$ cat config.mk
export PLATFORM = sky130hd
export DESIGN_NAME = dram_march_test_sequencer
export DESIGN_NICKNAME = d
export VERILOG_FILES = /design/src/rtl/core/dmts_pkg.sv /design/src/rtl/core/dram_march_test_sequencer.sv /design/src/rtl/core/dmts_in_stage.sv /design/src/rtl/core/dmts_ctrl.sv /design/src/rtl/core/dmts_out_stage.sv
export SDC_FILE = /design/constraint.sdc
export NUM_CORES = 1
export LEC_CHECK = 0
export BUFFER_PORTS_ARGS = -buffer_cell sky130_fd_sc_hd__buf_2
export CORE_ASPECT_RATIO = 0.6
export CORE_MARGIN = 3
export CORE_UTILIZATION = 52
export DETAILED_ROUTE_END_ITERATION = 8
export PLACE_DENSITY = 0.75
export SYNTH_ARGS = -nofsm -noshare
export SYNTH_HDL_FRONTEND = slang
export SYNTH_SLANG_ARGS = --single-unit
$ cat constraint.sdc
create_clock -name clk -period 3.6 [get_ports clk]
set_input_delay 0 -clock clk [delete_from_list [all_inputs] [get_ports clk]]
set_output_delay 0 -clock clk [all_outputs]
set_load 0.01 [all_outputs]
$ cat src/rtl/core/dmts_pkg.sv
`timescale 1ns / 1ps

package dmts_pkg;

  localparam int ROW_BITS = 8;
  localparam int COL_BITS = 8;

  localparam int ADDR_W = 16;
  localparam int SIZE_W = 17;
  localparam int CMD_ROW_W = 8;
  localparam int CMD_COL_W = 8;

  localparam logic [SIZE_W-1:0] FULL_SIZE = SIZE_W'(65536);

  localparam logic [ADDR_W-1:0] ROW_MASK = ADDR_W'((1 << ROW_BITS) - 1);
  localparam logic [ADDR_W-1:0] COL_MASK = ADDR_W'((1 << COL_BITS) - 1);

  localparam logic MODE_START = 1'b0;
  localparam logic MODE_REPLY = 1'b1;

  localparam logic KIND_CMD = 1'b0;
  localparam logic KIND_DONE = 1'b1;

  typedef enum logic [1:0] {
    PH_IDLE  = 2'd0,
    PH_FILL  = 2'd1,
    PH_ONES  = 2'd2,
    PH_ZEROS = 2'd3
  } phase_t;

  typedef struct packed {
    logic mode;
    logic reply_bit;
  } item_t;

  typedef struct packed {
    logic                 result_kind;
    logic                 cmd_write;
    logic [CMD_ROW_W-1:0] cmd_row;
    logic [CMD_COL_W-1:0] cmd_col;
    logic                 cmd_data;
    logic                 fail_found;
    logic [ADDR_W-1:0]    fail_addr;
  } result_t;

endpackage

$ cat src/rtl/core/dram_march_test_sequencer.sv
// An accepted input word is held in the input stage register; its result word is registered in the output stage.
// Throughput: one input word per cycle while the output side keeps taking words.
// A reply word is processed by at most one compare or one address increment; a start word restarts at address 0.
// Reset (rst, synchronous, active high) empties both stages, sets the test size
// to 65536, returns the sequencer to idle and clears the failure records.
`timescale 1ns / 1ps

module dram_march_test_sequencer
  import dmts_pkg::*;
(
  input  logic        clk,
  input  logic        rst,
  input  logic        cfg_we,
  input  logic [16:0] cfg_data,
  input  logic        s_axis_tvalid,
  output logic        s_axis_tready,
  input  logic [7:0]  s_axis_tdata,   // [0] reply_bit, [7:1] zero
  input  logic        s_axis_tuser,   // [0] mode
  output logic        m_axis_tvalid,
  input  logic        m_axis_tready,
  output logic [39:0] m_axis_tdata,   // [0] cmd_write, [8:1] cmd_row, [16:9] cmd_col,
                                      // [17] cmd_data, [18] fail_found, [34:19] fail_addr,
                                      // [39:35] zero
  output logic        m_axis_tuser    // [0] result_kind
);

  item_t   in_item;
  item_t   held_item;
  logic    held_valid;
  logic    out_free;
  logic    step;
  logic    res_valid;
  result_t res;
  result_t out_res;

  assign in_item.mode = s_axis_tuser;
  assign in_item.reply_bit = s_axis_tdata[0];
  assign step = held_valid && out_free;

  dmts_in_stage u_in (
    .clk        (clk),
    .rst        (rst),
    .in_valid   (s_axis_tvalid),
    .in_ready   (s_axis_tready),
    .in_item    (in_item),
    .take       (out_free),
    .held_valid (held_valid),
    .held_item  (held_item)
  );

  dmts_ctrl u_ctrl (
    .clk       (clk),
    .rst       (rst),
    .cfg_we    (cfg_we),
    .cfg_data  (cfg_data),
    .step      (step),
    .item      (held_item),
    .res_valid (res_valid),
    .res       (res)
  );

  dmts_out_stage u_out (
    .clk        (clk),
    .rst        (rst),
    .load_valid (res_valid),
    .load_res   (res),
    .free       (out_free),
    .out_valid  (m_axis_tvalid),
    .out_ready  (m_axis_tready),
    .out_res    (out_res)
  );

  assign m_axis_tuser = out_res.result_kind;
  assign m_axis_tdata = {5'b0, out_res.fail_addr, out_res.fail_found, out_res.cmd_data,
                         out_res.cmd_col, out_res.cmd_row, out_res.cmd_write};

endmodule

$ cat src/rtl/core/dmts_in_stage.sv
`timescale 1ns / 1ps

module dmts_in_stage
  import dmts_pkg::*;
(
  input  logic  clk,
  input  logic  rst,
  input  logic  in_valid,
  output logic  in_ready,
  input  item_t in_item,
  input  logic  take,
  output logic  held_valid,
  output item_t held_item
);

  logic  valid;
  item_t item;

  assign in_ready = !valid || take;
  assign held_valid = valid;
  assign held_item = item;

  always_ff @(posedge clk) begin
    if (rst) begin
      valid <= 1'b0;
    end else if (in_ready) begin
      valid <= in_valid;
    end
  end

  always_ff @(posedge clk) begin
    if (in_valid && in_ready) begin
      item <= in_item;
    end
  end

endmodule

$ cat src/rtl/core/dmts_ctrl.sv
`timescale 1ns / 1ps

module dmts_ctrl
  import dmts_pkg::*;
(
  input  logic              clk,
  input  logic              rst,
  input  logic              cfg_we,
  input  logic [SIZE_W-1:0] cfg_data,
  input  logic              step,
  input  item_t             item,
  output logic              res_valid,
  output result_t           res
);

  logic [SIZE_W-1:0] test_size;
  phase_t            phase, phase_next;
  logic [SIZE_W-1:0] address_index, address_index_next;
  logic              awaiting_read, awaiting_read_next;
  logic              pass_one_failed, pass_one_failed_next;
  logic [ADDR_W-1:0] pass_one_addr, pass_one_addr_next;
  logic              pass_two_failed, pass_two_failed_next;
  logic [ADDR_W-1:0] pass_two_addr, pass_two_addr_next;

  logic [SIZE_W-1:0] eff_size;
  logic [SIZE_W-1:0] idx_inc;
  logic              more;
  logic              expect_bit;

  function automatic result_t make_cmd(logic wr, logic [SIZE_W-1:0] addr, logic data);
    result_t           r;
    logic [ADDR_W-1:0] a;
    a = addr[ADDR_W-1:0];
    r = '0;
    r.result_kind = KIND_CMD;
    r.cmd_write = wr;
    r.cmd_row = CMD_ROW_W'(a & ROW_MASK);
    r.cmd_col = CMD_COL_W'((a >> ROW_BITS) & COL_MASK);
    r.cmd_data = wr & data;
    return r;
  endfunction

  always_comb begin
    if (test_size == '0) begin
      eff_size = SIZE_W'(1);
    end else if (test_size > FULL_SIZE) begin
      eff_size = FULL_SIZE;
    end else begin
      eff_size = test_size;
    end
  end

  assign idx_inc = address_index + SIZE_W'(1);
  assign more = idx_inc < eff_size;
  assign expect_bit = (phase == PH_ONES);

  always_comb begin
    phase_next = phase;
    address_index_next = address_index;
    awaiting_read_next = awaiting_read;
    pass_one_failed_next = pass_one_failed;
    pass_one_addr_next = pass_one_addr;
    pass_two_failed_next = pass_two_failed;
    pass_two_addr_next = pass_two_addr;
    res_valid = 1'b0;
    res = '0;
    if (step) begin
      if (item.mode == MODE_START) begin
        phase_next = PH_FILL;
        address_index_next = '0;
        awaiting_read_next = 1'b0;
        pass_one_failed_next = 1'b0;
        pass_one_addr_next = '0;
        pass_two_failed_next = 1'b0;
        pass_two_addr_next = '0;
        res_valid = 1'b1;
        res = make_cmd(1'b1, '0, 1'b1);
      end else begin
        unique case (phase)
          PH_IDLE: begin
            res_valid = 1'b0;
          end
          PH_FILL: begin
            res_valid = 1'b1;
            if (more) begin
              address_index_next = idx_inc;
              res = make_cmd(1'b1, idx_inc, 1'b1);
            end else begin
              phase_next = PH_ONES;
              address_index_next = '0;
              awaiting_read_next = 1'b1;
              res = make_cmd(1'b0, '0, 1'b0);
            end
          end
          PH_ONES, PH_ZEROS: begin
            res_valid = 1'b1;
            if (awaiting_read) begin
              if (item.reply_bit != expect_bit) begin
                if (phase == PH_ONES) begin
                  pass_one_failed_next = 1'b1;
                  pass_one_addr_next = address_index[ADDR_W-1:0];
                end else begin
                  pass_two_failed_next = 1'b1;
                  pass_two_addr_next = address_index[ADDR_W-1:0];
                end
              end
              awaiting_read_next = 1'b0;
              res = make_cmd(1'b1, address_index, !expect_bit);
            end else if (more) begin
              address_index_next = idx_inc;
              awaiting_read_next = 1'b1;
              res = make_cmd(1'b0, idx_inc, 1'b0);
            end else if (phase == PH_ONES) begin
              phase_next = PH_ZEROS;
              address_index_next = '0;
              awaiting_read_next = 1'b1;
              res = make_cmd(1'b0, '0, 1'b0);
            end else begin
              phase_next = PH_IDLE;
              address_index_next = '0;
              awaiting_read_next = 1'b0;
              res.result_kind = KIND_DONE;
              res.fail_found = pass_one_failed | pass_two_failed;
              if (pass_one_failed) begin
                res.fail_addr = pass_one_addr;
              end else if (pass_two_failed) begin
                res.fail_addr = pass_two_addr;
              end
            end
          end
          default: begin
            res_valid = 1'b0;
          end
        endcase
      end
    end
  end

  always_ff @(posedge clk) begin
    if (rst) begin
      test_size <= FULL_SIZE;
      phase <= PH_IDLE;
      address_index <= '0;
      awaiting_read <= 1'b0;
      pass_one_failed <= 1'b0;
      pass_one_addr <= '0;
      pass_two_failed <= 1'b0;
      pass_two_addr <= '0;
    end else begin
      if (cfg_we) begin
        test_size <= cfg_data;
      end
      phase <= phase_next;
      address_index <= address_index_next;
      awaiting_read <= awaiting_read_next;
      pass_one_failed <= pass_one_failed_next;
      pass_one_addr <= pass_one_addr_next;
      pass_two_failed <= pass_two_failed_next;
      pass_two_addr <= pass_two_addr_next;
    end
  end

endmodule

$ cat src/rtl/core/dmts_out_stage.sv
`timescale 1ns / 1ps

module dmts_out_stage
  import dmts_pkg::*;
(
  input  logic    clk,
  input  logic    rst,
  input  logic    load_valid,
  input  result_t load_res,
  output logic    free,
  output logic    out_valid,
  input  logic    out_ready,
  output result_t out_res
);

  logic    valid;
  result_t res;

  assign free = !valid || out_ready;
  assign out_valid = valid;
  assign out_res = res;

  always_ff @(posedge clk) begin
    if (rst) begin
      valid <= 1'b0;
    end else if (free) begin
      valid <= load_valid;
    end
  end

  always_ff @(posedge clk) begin
    if (free && load_valid) begin
      res <= load_res;
    end
  end

endmodule

**Yosys cells after proc, flatten, opt, wreduce, memory -nomap -nowiden**

Cells that the tools add are included.

- Bits in registers: 111
- Input bits: 31
- Output and inout bits: 43
- Logic and storage cells: 104

- Add/sub/neg operators: 1
- $lt $le $gt $ge: 2
- Equal/unequal tests: 13
- Muxes and demuxes: 50
- Bitwise logic cells: 1
- Reductions and logical operators: 18

Operators by type and width:

| cell | count |
|---|---|
| 16-bit two-way mux | 12 |
| 17-bit two-way mux | 6 |
| 36-bit two-way mux | 2 |
| 36-bit one-hot mux with 2 select lines | 1 |
| 35-bit two-way mux | 2 |
| 17-bit one-hot mux with 2 select lines | 1 |
| 1-bit two-way mux | 18 |
| 17-bit by 1-bit adder with 17-bit output (second input constant) | 1 |
| 17-bit > comparator (second input constant) | 1 |
| 17-bit zero test | 1 |
| 17-bit < comparator | 1 |
| 5-bit AND reduction | 3 |
| 2-bit two-way mux | 5 |
| 3-bit inequality test (second input constant) | 3 |
| 2-bit by 1-bit inequality test with 1-bit output (second input constant) | 4 |
| 3-bit AND reduction | 2 |
| 2-bit equality test (second input constant) | 2 |
| 1-bit one-hot mux with 2 select lines | 2 |
| 2-bit one-hot mux with 2 select lines | 1 |
| 1-bit logical AND | 3 |
| 1-bit zero test | 3 |
| 3-bit by 1-bit inequality test with 1-bit output (second input constant) | 1 |
| 3-bit OR reduction | 1 |
| 2-bit by 1-bit equality test with 1-bit output (second input constant) | 1 |
| 7 further kinds | 8 |

**Depth between registers and ports, before layout**

Gate-level depths: netlist (run 1).

- Depth after elaboration: 8
- Gate-level depth with buffers: 16
- Gate-level depth less buffers: 12

**Cells and area by module**

From an unflattened synthesis (run 1), not the netlist that was laid out.

- Cells, all modules: 583
- Area, all modules: 5245.0 µm²

Modules (own cells, without submodules):

| module | times used | cells an instance | area an instance (µm²) | sequential area each (µm²) |
|---|---|---|---|---|
| dmts_ctrl | 1 | 528 | 3946.3 | 1421.4 |
| dmts_out_stage | 1 | 41 | 1136.1 | 1101.1 |
| dmts_in_stage | 1 | 7 | 115.1 | 80.1 |
| dram_march_test_sequencer | 1 | 7 | 47.5 | 0.0 |

**Worst setup path before layout (run 1)**

No wires, ideal clock.

- Path type: reg-to-reg
- Start: register u_ctrl.address_index[7]
- End: register u_out.res (netlist bit u_out.out_res[10]) (data pin)
- Library setup time: 0.254 ns
- Arrival time: 3.094 ns
- Slack: 0.253 ns
- Cell stages (with the launch flop): 17
- Cells stage by stage: dfxtp_1 -> clkbuf_1 -> and4_1 -> nand3_1 -> nor2_1 -> nor2b_1 -> or2_2 -> ha_1 -> a21o_1 -> a21o_1 -> a2111oi_0 -> o211a_1 -> buf_6 -> or3_1 -> buf_6 -> buf_6 -> nor2_1

- Cells in the longest elaborated chain, start to end: 5

Ends and longest elaborated chain:

| item | RTL line | text |
|---|---|---|
| start: declaration | dmts_ctrl.sv:18 | `logic [SIZE_W-1:0] address_index, address_index_next;` |
| start signal: assignment | dmts_ctrl.sv:154 | `address_index <= address_index_next;` |
| 17-bit by 1-bit adder with 17-bit output | dmts_ctrl.sv:53 | `assign idx_inc = address_index + SIZE_W'(1);` |
| 17-bit < comparator | dmts_ctrl.sv:54 | `assign more = idx_inc < eff_size;` |
| 36-bit two-way mux | dmts_ctrl.sv:109 | `end else if (more) begin` |
| 36-bit two-way mux | dmts_ctrl.sv:97 | `if (awaiting_read) begin` |
| 36-bit one-hot mux with 2 select lines | dmts_ctrl.sv:79 | `unique case (phase)` |
| end signal: assignment | dmts_out_stage.sv:33 | `res <= load_res;` |
| end: declaration | dmts_out_stage.sv:17 | `result_t res;` |

Every way passes these cells.
A chain may end at the register's enable or synchronous reset.

**Worst setup path in the final report (run 1)**

- Start: register u_ctrl.address_index[5]
- End: register u_out.res (netlist bit u_out.out_res[33]) (data pin)

- Cells in the longest elaborated chain, start to end: 5
- Elaborated cells on any way between the ends: 6
- Those cells by class: add/sub (1); order compare (1); mux (4)

Ends and longest elaborated chain:

| item | RTL line |
|---|---|
| 17-bit by 1-bit adder with 17-bit output (*) | dmts_ctrl.sv:53 |
| 17-bit < comparator | dmts_ctrl.sv:54 |
| 36-bit two-way mux | dmts_ctrl.sv:109 |
| 36-bit two-way mux | dmts_ctrl.sv:97 |
| 36-bit one-hot mux with 2 select lines (*) | dmts_ctrl.sv:79 |

Every way passes the cells marked *; elsewhere a longest branch is shown, timed or not.

==> results of run 1 <==
-- final cells by class --
type	instances	area, sq um
Timing Repair Buffer	124	868
Sequential cell	111	2600
Inverter	6	22.5
Tap cell	130	163
Multi-Input combinational cell	408	2470
Fill cell	745	3010
Clock buffer	11	243
Clock inverter	5	81.3
-- cell usage in the layout, fill, tap and decap left out, types with 2 or more instances in the layout --
cell type,Yosys,routed
sky130_fd_sc_hd__a31oi_1,3,3
sky130_fd_sc_hd__buf_4,5,39
sky130_fd_sc_hd__o211ai_1,5,5
sky130_fd_sc_hd__edfxtp_1,38,38
sky130_fd_sc_hd__nor2_1,116,116
sky130_fd_sc_hd__a22oi_1,30,30
sky130_fd_sc_hd__bufinv_16,0,2
sky130_fd_sc_hd__a21o_1,6,6
sky130_fd_sc_hd__or2_2,3,3
sky130_fd_sc_hd__nand3b_1,2,2
sky130_fd_sc_hd__a32oi_1,11,11
sky130_fd_sc_hd__nor3_1,6,5
sky130_fd_sc_hd__dlygate4sd3_1,0,21
sky130_fd_sc_hd__xor2_1,4,4
sky130_fd_sc_hd__and2_1,5,5
sky130_fd_sc_hd__clkbuf_16,0,9
sky130_fd_sc_hd__inv_1,6,6
sky130_fd_sc_hd__o21ai_0,8,8
sky130_fd_sc_hd__ha_1,17,16
sky130_fd_sc_hd__clkinv_4,0,2
sky130_fd_sc_hd__nand2b_1,3,3
sky130_fd_sc_hd__nor2b_1,5,5
sky130_fd_sc_hd__mux2i_1,16,16
sky130_fd_sc_hd__nor4_2,1,2
sky130_fd_sc_hd__conb_1,1,5
sky130_fd_sc_hd__nor4_1,5,3
sky130_fd_sc_hd__nor3_2,2,2
sky130_fd_sc_hd__xnor2_1,8,8
sky130_fd_sc_hd__nand2_1,64,64
sky130_fd_sc_hd__dfxtp_1,73,73
sky130_fd_sc_hd__and3_1,4,3
sky130_fd_sc_hd__buf_2,6,61
sky130_fd_sc_hd__a21oi_1,39,38
sky130_fd_sc_hd__a22o_1,9,9
sky130_fd_sc_hd__nand4_1,6,6
sky130_fd_sc_hd__buf_12,0,3
sky130_fd_sc_hd__nand3_1,8,8
-- per-stage QoR --
step           hold WS, ns  instance area, sq um
6_report             0.194                  6450
5_1_grt              0.218                  6450
4_1_cts              0.171                  6350
3_5_place_dp         0.178                  5810
3_3_place_gp         0.177                  5810
2_1_floorplan       0.0989                  5230
-- metal layers --
layer,share of wire,track usage,routed length [um]
met1,0.45,0.342,6120
met2,0.44,0.351,6050
met3,0.11,0.0904,1460
met4,0.0065,0.0531,89
met5,0,0,0
-- Yosys cell counts, drive strengths merged (2+ instances only) --
library cell and count:
a2111oi 2, a21o 6, a21oi 39, a22o 9, a22oi 30, a31oi 3, a32oi 11, and2 6
and3 4, and4 2, buf 15, clkbuf 34, dfxtp 73, edfxtp 38, ha 17, inv 6
mux2i 16, nand2 64, nand2b 3, nand3 8, nand3b 2, nand4 7, nor2 116, nor2b 5
nor3 8, nor4 6, o211ai 5, o21ai 8, or2 3, xnor2 8, xor2 4
-- cell families after synthesis --
group | Yosys count
compound gates | 122
xor+xnor | 12
fa+ha+maj | 17
buf+inv | 55
flops | 111
mux | 16
other cells | 1
simple gates | 236
-- what timing repair did --
| item | in CTS | in global routing |
|---|---|---|
| endpoints found under the hold margin | 21 | 0 |
| hold buffers | 21 | 0 |
| pin swaps | 0 | 8 |
| endpoints found under the setup margin | 36 | 47 |
| gates resized for setup | 2 | 13 |
| buffers inserted | 0 | 2 |
-- critical path, stage by stage (launching register included) --
cell,delay (ns)
sky130_fd_sc_hd__dfxtp_1,0.36
sky130_fd_sc_hd__and4_4,0.27
sky130_fd_sc_hd__nand4_1,0.26
sky130_fd_sc_hd__buf_4,0.25
sky130_fd_sc_hd__and2_1,0.16
sky130_fd_sc_hd__or2_2,0.32
sky130_fd_sc_hd__ha_1,0.32
sky130_fd_sc_hd__and3_4,0.17
sky130_fd_sc_hd__a221o_1,0.36
sky130_fd_sc_hd__nand2_1,0.07
sky130_fd_sc_hd__o211a_1,0.18
sky130_fd_sc_hd__buf_12,0.15
sky130_fd_sc_hd__buf_4,0.17
sky130_fd_sc_hd__o211ai_1,0.10
sky130_fd_sc_hd__a21oi_1,0.20
-- sequential cells by signal, indices dropped and copies added (netlist names) --
name	flops
u_ctrl.address_index	17
u_ctrl.awaiting_read	1
u_ctrl.pass_one_addr	16
u_ctrl.pass_one_failed	1
u_ctrl.pass_two_addr	16
u_ctrl.pass_two_failed	1
u_ctrl.phase	2
u_ctrl.test_size	17
u_in.held_item	2
u_in.held_valid	1
u_out.out_res	36
u_out.out_valid	1
-- power breakdown --
part / internal [mW] / switching [mW] / total, mW
Sequential: 1.32 / 0.0198 / 1.34
Combinational: 0.0927 / 0.123 / 0.215
Clock: 0.629 / 0.443 / 1.07
Total: 2.04 / 0.586 / 2.63
-- worst min path at each step --
| stage | endpoint | depth (start not counted) | slack (ns) |
|---|---|---|---|
| 3_5_place_dp | u_in.held_item[0] | 1 | 0.18 |
| 3_3_place_gp | u_in.held_item[1] | 1 | 0.18 |
| 6_report | u_ctrl.test_size[16] | 3 | 0.19 |
| 4_1_cts | u_ctrl.test_size[16] | 3 | 0.17 |
| 5_1_grt | u_ctrl.test_size[16] | 3 | 0.22 |
| 2_1_floorplan | u_in.held_item[0] | 0 | 0.1 |
==> impl_metrics.xml, run 1 <==
<?xml version="1.0" encoding="UTF-8"?>
<metrics>
  <group name="setup_path">
    <metric name="critical_path_arrival" unit="ns">3.69</metric>
    <metric name="max_fo_critical_path" unit="">14</metric>
    <metric name="worst_setup_path_startpoint" unit="">u_ctrl.address_index[5]</metric>
    <metric name="cell_depth_of_the_worst_flop_to_flop_path" unit="">14</metric>
    <metric name="criticalPathCategory" unit="">reg2reg</metric>
    <metric name="worst_ep_required_time" unit="ns">3.78</metric>
    <metric name="r2r_setup_slack" unit="ns">0.09</metric>
    <metric name="start_kind" unit="">flop</metric>
    <metric name="end_kind" unit="">flop</metric>
    <metric name="reg2reg_to" unit="">u_out.out_res[33]</metric>
    <metric name="worstReg2RegStart" unit="">u_ctrl.address_index[5]</metric>
    <metric name="endpoint" unit="">u_out.out_res[33]</metric>
  </group>
  <group name="placement">
    <metric name="routability_congestion_estimate" unit="">0.931</metric>
    <metric name="detailedPlace.worstSlack" unit="ns">-0.138</metric>
    <metric name="dp_hpwl" unit="um">9160</metric>
    <metric name="post-place-cells" unit="">756</metric>
    <metric name="io_buffer_count" unit="">61</metric>
  </group>
  <group name="hold_path">
    <metric name="min_path_type" unit="">in2reg</metric>
    <metric name="startpoint_of_the_worst_hold_path" unit="">cfg_we</metric>
  </group>
  <group name="cts">
    <metric name="tritoncts" unit="">done</metric>
    <metric name="cts.reportedPaths.clkPinSlew" unit="ns">0.07</metric>
    <metric name="ctsLongestPathBuffers" unit="">2</metric>
    <metric name="cts-root-buf" unit="">sky130_fd_sc_hd__clkbuf_16</metric>
    <metric name="clock_tree.htree_level_count" unit="">3</metric>
    <metric name="numClockSinks" unit="">111</metric>
    <metric name="cts-buffers-inserted" unit="">9</metric>
    <metric name="worst_skew_pair.late_latency" unit="ns">0.35</metric>
  </group>
  <group name="power_and_ir_drop">
    <metric name="power_leakage" unit="nW">2.47</metric>
    <metric name="worst_ir_drop_vdd" unit="uV">252</metric>
    <metric name="post-layout-total-power" unit="mW">2.63</metric>
    <metric name="power.density_cell_area" unit="mW/mm^2">408</metric>
  </group>
  <group name="global_routing">
    <metric name="overflow" unit="">0</metric>
    <metric name="grt_first_pass_wirelength" unit="um">21600</metric>
    <metric name="largest_net_degree_at_the_start_of_global_routing" unit="">62</metric>
    <metric name="first_global_vias" unit="">4270</metric>
    <metric name="grt.total_usage" unit="">0.241</metric>
    <metric name="antenna_found_initial" unit="">0</metric>
  </group>
  <group name="timing">
    <metric name="finalSetupViolCount" unit="">0</metric>
    <metric name="period_minus_slack" unit="ns">3.51</metric>
    <metric name="fmax" unit="MHz">285</metric>
    <metric name="finalHoldViolCount" unit="">0</metric>
    <metric name="worst_slew_margin_rel" unit="">0.213</metric>
    <metric name="worstMarginPinSlew" unit="ns">1.18</metric>
    <metric name="finalClockSkew" unit="ns">0.00453</metric>
    <metric name="fin_ws" unit="ns">0.0880</metric>
    <metric name="final_min_period_over_clock_period" unit="">0.976</metric>
    <metric name="timing_max_transition_violations_final" unit="">0</metric>
    <metric name="fin_tns_setup" unit="ns">0</metric>
  </group>
  <group name="layout">
    <metric name="stdcell_count" unit="">795</metric>
    <metric name="flow.area_growth_from_synthesis" unit="%">23.7</metric>
    <metric name="num-nets-final" unit="">708</metric>
    <metric name="drive_gt1_frac" unit="">0.200</metric>
    <metric name="finalCoreUtilization" unit="">0.682</metric>
    <metric name="antennaDiodeCount" unit="">0</metric>
  </group>
  <group name="status">
    <metric name="outcome" unit="">finished clean</metric>
  </group>
  <group name="detailed_routing">
    <metric name="vias_per_cell" unit="">5.84</metric>
    <metric name="dr.pass1.iters" unit="">6</metric>
    <metric name="num_vias" unit="">4645</metric>
    <metric name="drt.antenna.violating_nets" unit="">0</metric>
    <metric name="drt-wirelength-per-cell" unit="um">17.3</metric>
    <metric name="drc_marker_count_from_the_first_detailed_route_iteration" unit="">561</metric>
    <metric name="post-route-drc-count" unit="">0</metric>
    <metric name="drt_wl_total" unit="um">13700</metric>
  </group>
  <group name="floorplanning">
    <metric name="design.portCount" unit="">74</metric>
    <metric name="floorplan.rows" unit="">27</metric>
    <metric name="area_of_the_die" unit="sq mm">0.0113</metric>
    <metric name="core_area" unit="sq mm">0.00946</metric>
    <metric name="chipHeight" unit="um">83.6</metric>
    <metric name="floorplan.initialDensity" unit="">0.551</metric>
    <metric name="die-width" unit="um">135</metric>
  </group>
  <group name="yosys">
    <metric name="main_combinational_cell_family_by_area_after_synthesis" unit="">simple AND/OR/NAND/NOR gates</metric>
    <metric name="ys_async_sr_fraction" unit="">0</metric>
    <metric name="synth_enable_flop_cells" unit="">38</metric>
    <metric name="synth_mux_area_frac" unit="">0.0307</metric>
    <metric name="yosysWarnings" unit="">0</metric>
    <metric name="synthAdderAreaFrac" unit="">0.0408</metric>
    <metric name="yosys.area.top_type_share" unit="">0.280</metric>
    <metric name="synthCells" unit="">570</metric>
    <metric name="synthSimpleGateAreaFrac" unit="">0.199</metric>
    <metric name="cells_taking_the_most_area_after_synthesis" unit="">sky130_fd_sc_hd__dfxtp_1, sky130_fd_sc_hd__edfxtp_1, sky130_fd_sc_hd__nor2_1</metric>
    <metric name="syn-cell-area" unit="sq mm">0.00521</metric>
    <metric name="yosys.area_share.xor_xnor" unit="">0.0202</metric>
    <metric name="synth_seq_area_share" unit="">0.499</metric>
    <metric name="synth.ff_latch_count" unit="">111</metric>
    <metric name="synth_top_area_cell" unit="">sky130_fd_sc_hd__dfxtp_1</metric>
    <metric name="postSynth.topFlopCell" unit="">sky130_fd_sc_hd__dfxtp_1</metric>
    <metric name="post_synthesis_compound_gate_area_fraction" unit="">0.160</metric>
    <metric name="syn_area_per_cell" unit="sq um">9.15</metric>
    <metric name="synth.distinct_cells" unit="">50</metric>
  </group>
  <group name="flow_run">
    <metric name="timing.max_cap.violations" unit="">0</metric>
  </group>
</metrics>
No activity file was read; power rests on OpenSTA's default activity.
==> inputs of run 2 (changes only) <==
--- a/config.mk
+++ b/config.mk
@@ -5,12 +5,12 @@
 export SDC_FILE = /design/constraint.sdc
 export NUM_CORES = 1
 export LEC_CHECK = 0
-export BUFFER_PORTS_ARGS = -buffer_cell sky130_fd_sc_hd__buf_2
 export CORE_ASPECT_RATIO = 0.6
-export CORE_MARGIN = 3
-export CORE_UTILIZATION = 52
+export CORE_MARGIN = 2
+export CORE_UTILIZATION = 57
 export DETAILED_ROUTE_END_ITERATION = 8
-export PLACE_DENSITY = 0.75
+export DONT_BUFFER_PORTS = 1
+export PLACE_DENSITY = 0.74
 export SYNTH_ARGS = -nofsm -noshare
 export SYNTH_HDL_FRONTEND = slang
 export SYNTH_SLANG_ARGS = --single-unit
==> impl_metrics.xml, run 2 (synthesis results as in run 1) <==
<?xml version="1.0" encoding="UTF-8"?>
<metrics>
  <group name="global_routing">
    <metric name="met3_usage" unit="">0.0832</metric>
    <metric name="grt_first_pass_wirelength" unit="um">22500</metric>
    <metric name="gr-usage-met1" unit="">0.411</metric>
    <metric name="largest_net_degree_at_the_start_of_global_routing" unit="">60</metric>
    <metric name="gr-usage-met2" unit="">0.449</metric>
    <metric name="grt_most_used_layer" unit="">met2</metric>
    <metric name="overflow" unit="">0</metric>
    <metric name="grt.total_usage" unit="">0.294</metric>
    <metric name="antenna_found_initial" unit="">0</metric>
    <metric name="first_global_vias" unit="">4366</metric>
  </group>
  <group name="timing">
    <metric name="period_minus_slack" unit="ns">3.60</metric>
    <metric name="finalClockSkew" unit="ns">0.00870</metric>
    <metric name="worstMarginPinSlew" unit="ns">1.19</metric>
    <metric name="final_min_period_over_clock_period" unit="">1.00</metric>
    <metric name="fin_ws" unit="ns">-0.00272</metric>
    <metric name="worst_slew_margin_rel" unit="">0.202</metric>
    <metric name="fmax" unit="MHz">278</metric>
    <metric name="finalSetupViolCount" unit="">1</metric>
    <metric name="timing_max_transition_violations_final" unit="">0</metric>
    <metric name="finalHoldViolCount" unit="">0</metric>
    <metric name="fin_worst_hold_slack" unit="ns">0.0105</metric>
  </group>
  <group name="setup_path">
    <metric name="end_kind" unit="">flop</metric>
    <metric name="critical_path_arrival" unit="ns">3.81</metric>
    <metric name="r2r_setup_slack" unit="ns">-0.003</metric>
    <metric name="worst_ep_required_time" unit="ns">3.81</metric>
    <metric name="start_kind" unit="">flop</metric>
    <metric name="max_fo_critical_path" unit="">18</metric>
    <metric name="criticalPathCategory" unit="">reg2reg</metric>
  </group>
  <group name="placement">
    <metric name="routability_congestion_estimate" unit="">0.889</metric>
    <metric name="placement.cell_area" unit="sq mm">0.00548</metric>
    <metric name="dp_hpwl" unit="um">8820</metric>
    <metric name="detailedPlace.worstSlack" unit="ns">-0.0508</metric>
    <metric name="io_buffer_count" unit="">0</metric>
  </group>
  <group name="cts">
    <metric name="cts-buffers-inserted" unit="">9</metric>
    <metric name="worst_skew_pair.late_latency" unit="ns">0.36</metric>
    <metric name="tritoncts" unit="">done</metric>
    <metric name="clock_tree.htree_level_count" unit="">3</metric>
    <metric name="ctsLongestPathBuffers" unit="">2</metric>
    <metric name="cts.reportedPaths.clkPinSlew" unit="ns">0.07</metric>
    <metric name="numClockSinks" unit="">111</metric>
    <metric name="cts-root-buf" unit="">sky130_fd_sc_hd__clkbuf_16</metric>
  </group>
  <group name="detailed_routing">
    <metric name="drt-wirelength-per-cell" unit="um">19.6</metric>
    <metric name="post-route-drc-count" unit="">0</metric>
    <metric name="drt_wl_total" unit="um">14500</metric>
    <metric name="drc_marker_count_from_the_first_detailed_route_iteration" unit="">594</metric>
    <metric name="drt.antenna.violating_nets" unit="">0</metric>
    <metric name="vias_per_cell" unit="">6.30</metric>
    <metric name="dr.pass1.iters" unit="">5</metric>
    <metric name="num_vias" unit="">4672</metric>
  </group>
  <group name="floorplanning">
    <metric name="die-width" unit="um">127</metric>
    <metric name="area_of_the_die" unit="sq mm">0.00995</metric>
    <metric name="floorplan.rows" unit="">26</metric>
    <metric name="chipHeight" unit="um">78.1</metric>
    <metric name="design.portCount" unit="">74</metric>
    <metric name="core_area" unit="sq mm">0.00869</metric>
    <metric name="floorplan.initialDensity" unit="">0.600</metric>
  </group>
  <group name="flow_run">
    <metric name="timing.max_cap.violations" unit="">0</metric>
  </group>
  <group name="power_and_ir_drop">
    <metric name="worst_ir_drop_vdd" unit="uV">228</metric>
    <metric name="power_leakage" unit="nW">2.33</metric>
    <metric name="power.density_cell_area" unit="mW/mm^2">405</metric>
    <metric name="post-layout-total-power" unit="mW">2.56</metric>
  </group>
  <group name="layout">
    <metric name="design_area" unit="sq mm">0.00631</metric>
    <metric name="drive_gt1_frac" unit="">0.126</metric>
    <metric name="num-nets-final" unit="">672</metric>
    <metric name="antennaDiodeCount" unit="">0</metric>
    <metric name="final_cell_mix" unit="">sky130_fd_sc_hd__nor2_1, sky130_fd_sc_hd__dfxtp_1, sky130_fd_sc_hd__nand2_1</metric>
    <metric name="final_common_cell" unit="">sky130_fd_sc_hd__nor2_1</metric>
    <metric name="number_of_flip_flops_under_the_largest_register_name" unit="">36</metric>
    <metric name="flow.area_growth_from_synthesis" unit="%">21.1</metric>
  </group>
  <group name="status">
    <metric name="outcome" unit="">complete, but fails checks</metric>
    <metric name="failed_checks" unit="">setup timing</metric>
  </group>
  <group name="hold_path">
    <metric name="min_path_type" unit="">in2reg</metric>
  </group>
</metrics>
[run 2: cell count changes in the layout (fill, tap and decap cells not counted), sizes merged]
cell	before	now
clkinvlp	0	1
dlygate4sd3	21	42
bufinv	2	1
inv	6	8
buf	103	46
clkbuf	11	9
[run 2: area by class of cell]
| cell class | instances | area [sq um] |
|---|---|---|
| clock inverter | 7 | 70.1 |
| multi-input combinational | 408 | 2440 |
| inverter | 6 | 22.5 |
| tap | 112 | 140 |
| sequential | 111 | 2600 |
| fill | 588 | 2370 |
| timing repair buffer | 88 | 810 |
| clock buffer | 9 | 225 |
[run 2: path summary, 6_finish.rpt]
path | depth (start not counted) | startpoint | endpoint
min reg2reg | 2 | u_ctrl.pass_two_addr[15] | u_ctrl.pass_two_addr[15]
min | 4 | rst | u_ctrl.address_index[14]
max reg2reg | 12 | u_ctrl.address_index[4] | u_out.out_res[15]
max | 12 | u_ctrl.address_index[4] | u_out.out_res[15]
[run 2: routing by layer]
layer	wire length [um]	up-vias
met5	0	-
met4	409	0
met3	1630	56
met2	6380	309
met1	6090	2192
li1	-	2115
[run 2: critical path, cell delays in order, from the launching register on]
cell,delay (ns)
sky130_fd_sc_hd__dfxtp_1,0.34
sky130_fd_sc_hd__and4_4,0.25
sky130_fd_sc_hd__nand4_1,0.26
sky130_fd_sc_hd__nor3_1,0.38
sky130_fd_sc_hd__xor2_1,0.34
sky130_fd_sc_hd__ha_1,0.25
sky130_fd_sc_hd__nand4_2,0.18
sky130_fd_sc_hd__nor3_2,0.27
sky130_fd_sc_hd__o2111ai_1,0.17
sky130_fd_sc_hd__o211a_4,0.31
sky130_fd_sc_hd__or3_1,0.40
sky130_fd_sc_hd__buf_12,0.17
sky130_fd_sc_hd__nor2_1,0.13
[run 2: per-stage QoR]
| step | instances | util | TNS [ns] |
|---|---|---|---|
| 5_1_grt | 741 | 0.727 | -0.613 |
| 4_1_cts | 739 | 0.718 | 0 |
| 3_5_place_dp | 680 | 0.631 | -0.0508 |
| 2_1_floorplan | 574 | - | 0 |
| 6_report | 741 | 0.727 | -0.00272 |
| 3_3_place_gp | 680 | 0.631 | 0 |
[run 2: timing repair]
action,4_1_cts,5_1_grt
endpoints found under the hold margin,63,0
setup buffers,0,2
pin swaps,1,3
endpoints found under the setup margin,1,56
resized for setup,4,12
cloned,0,0
hold buffers,43,0
[run 2: power breakdown]
part           internal (mW)  switching (mW)  leakage, nW  total (mW)
Clock                  0.541           0.465        0.146        1.01
Combinational         0.0883           0.108         1.27       0.196
Sequential              1.32          0.0333        0.911        1.36
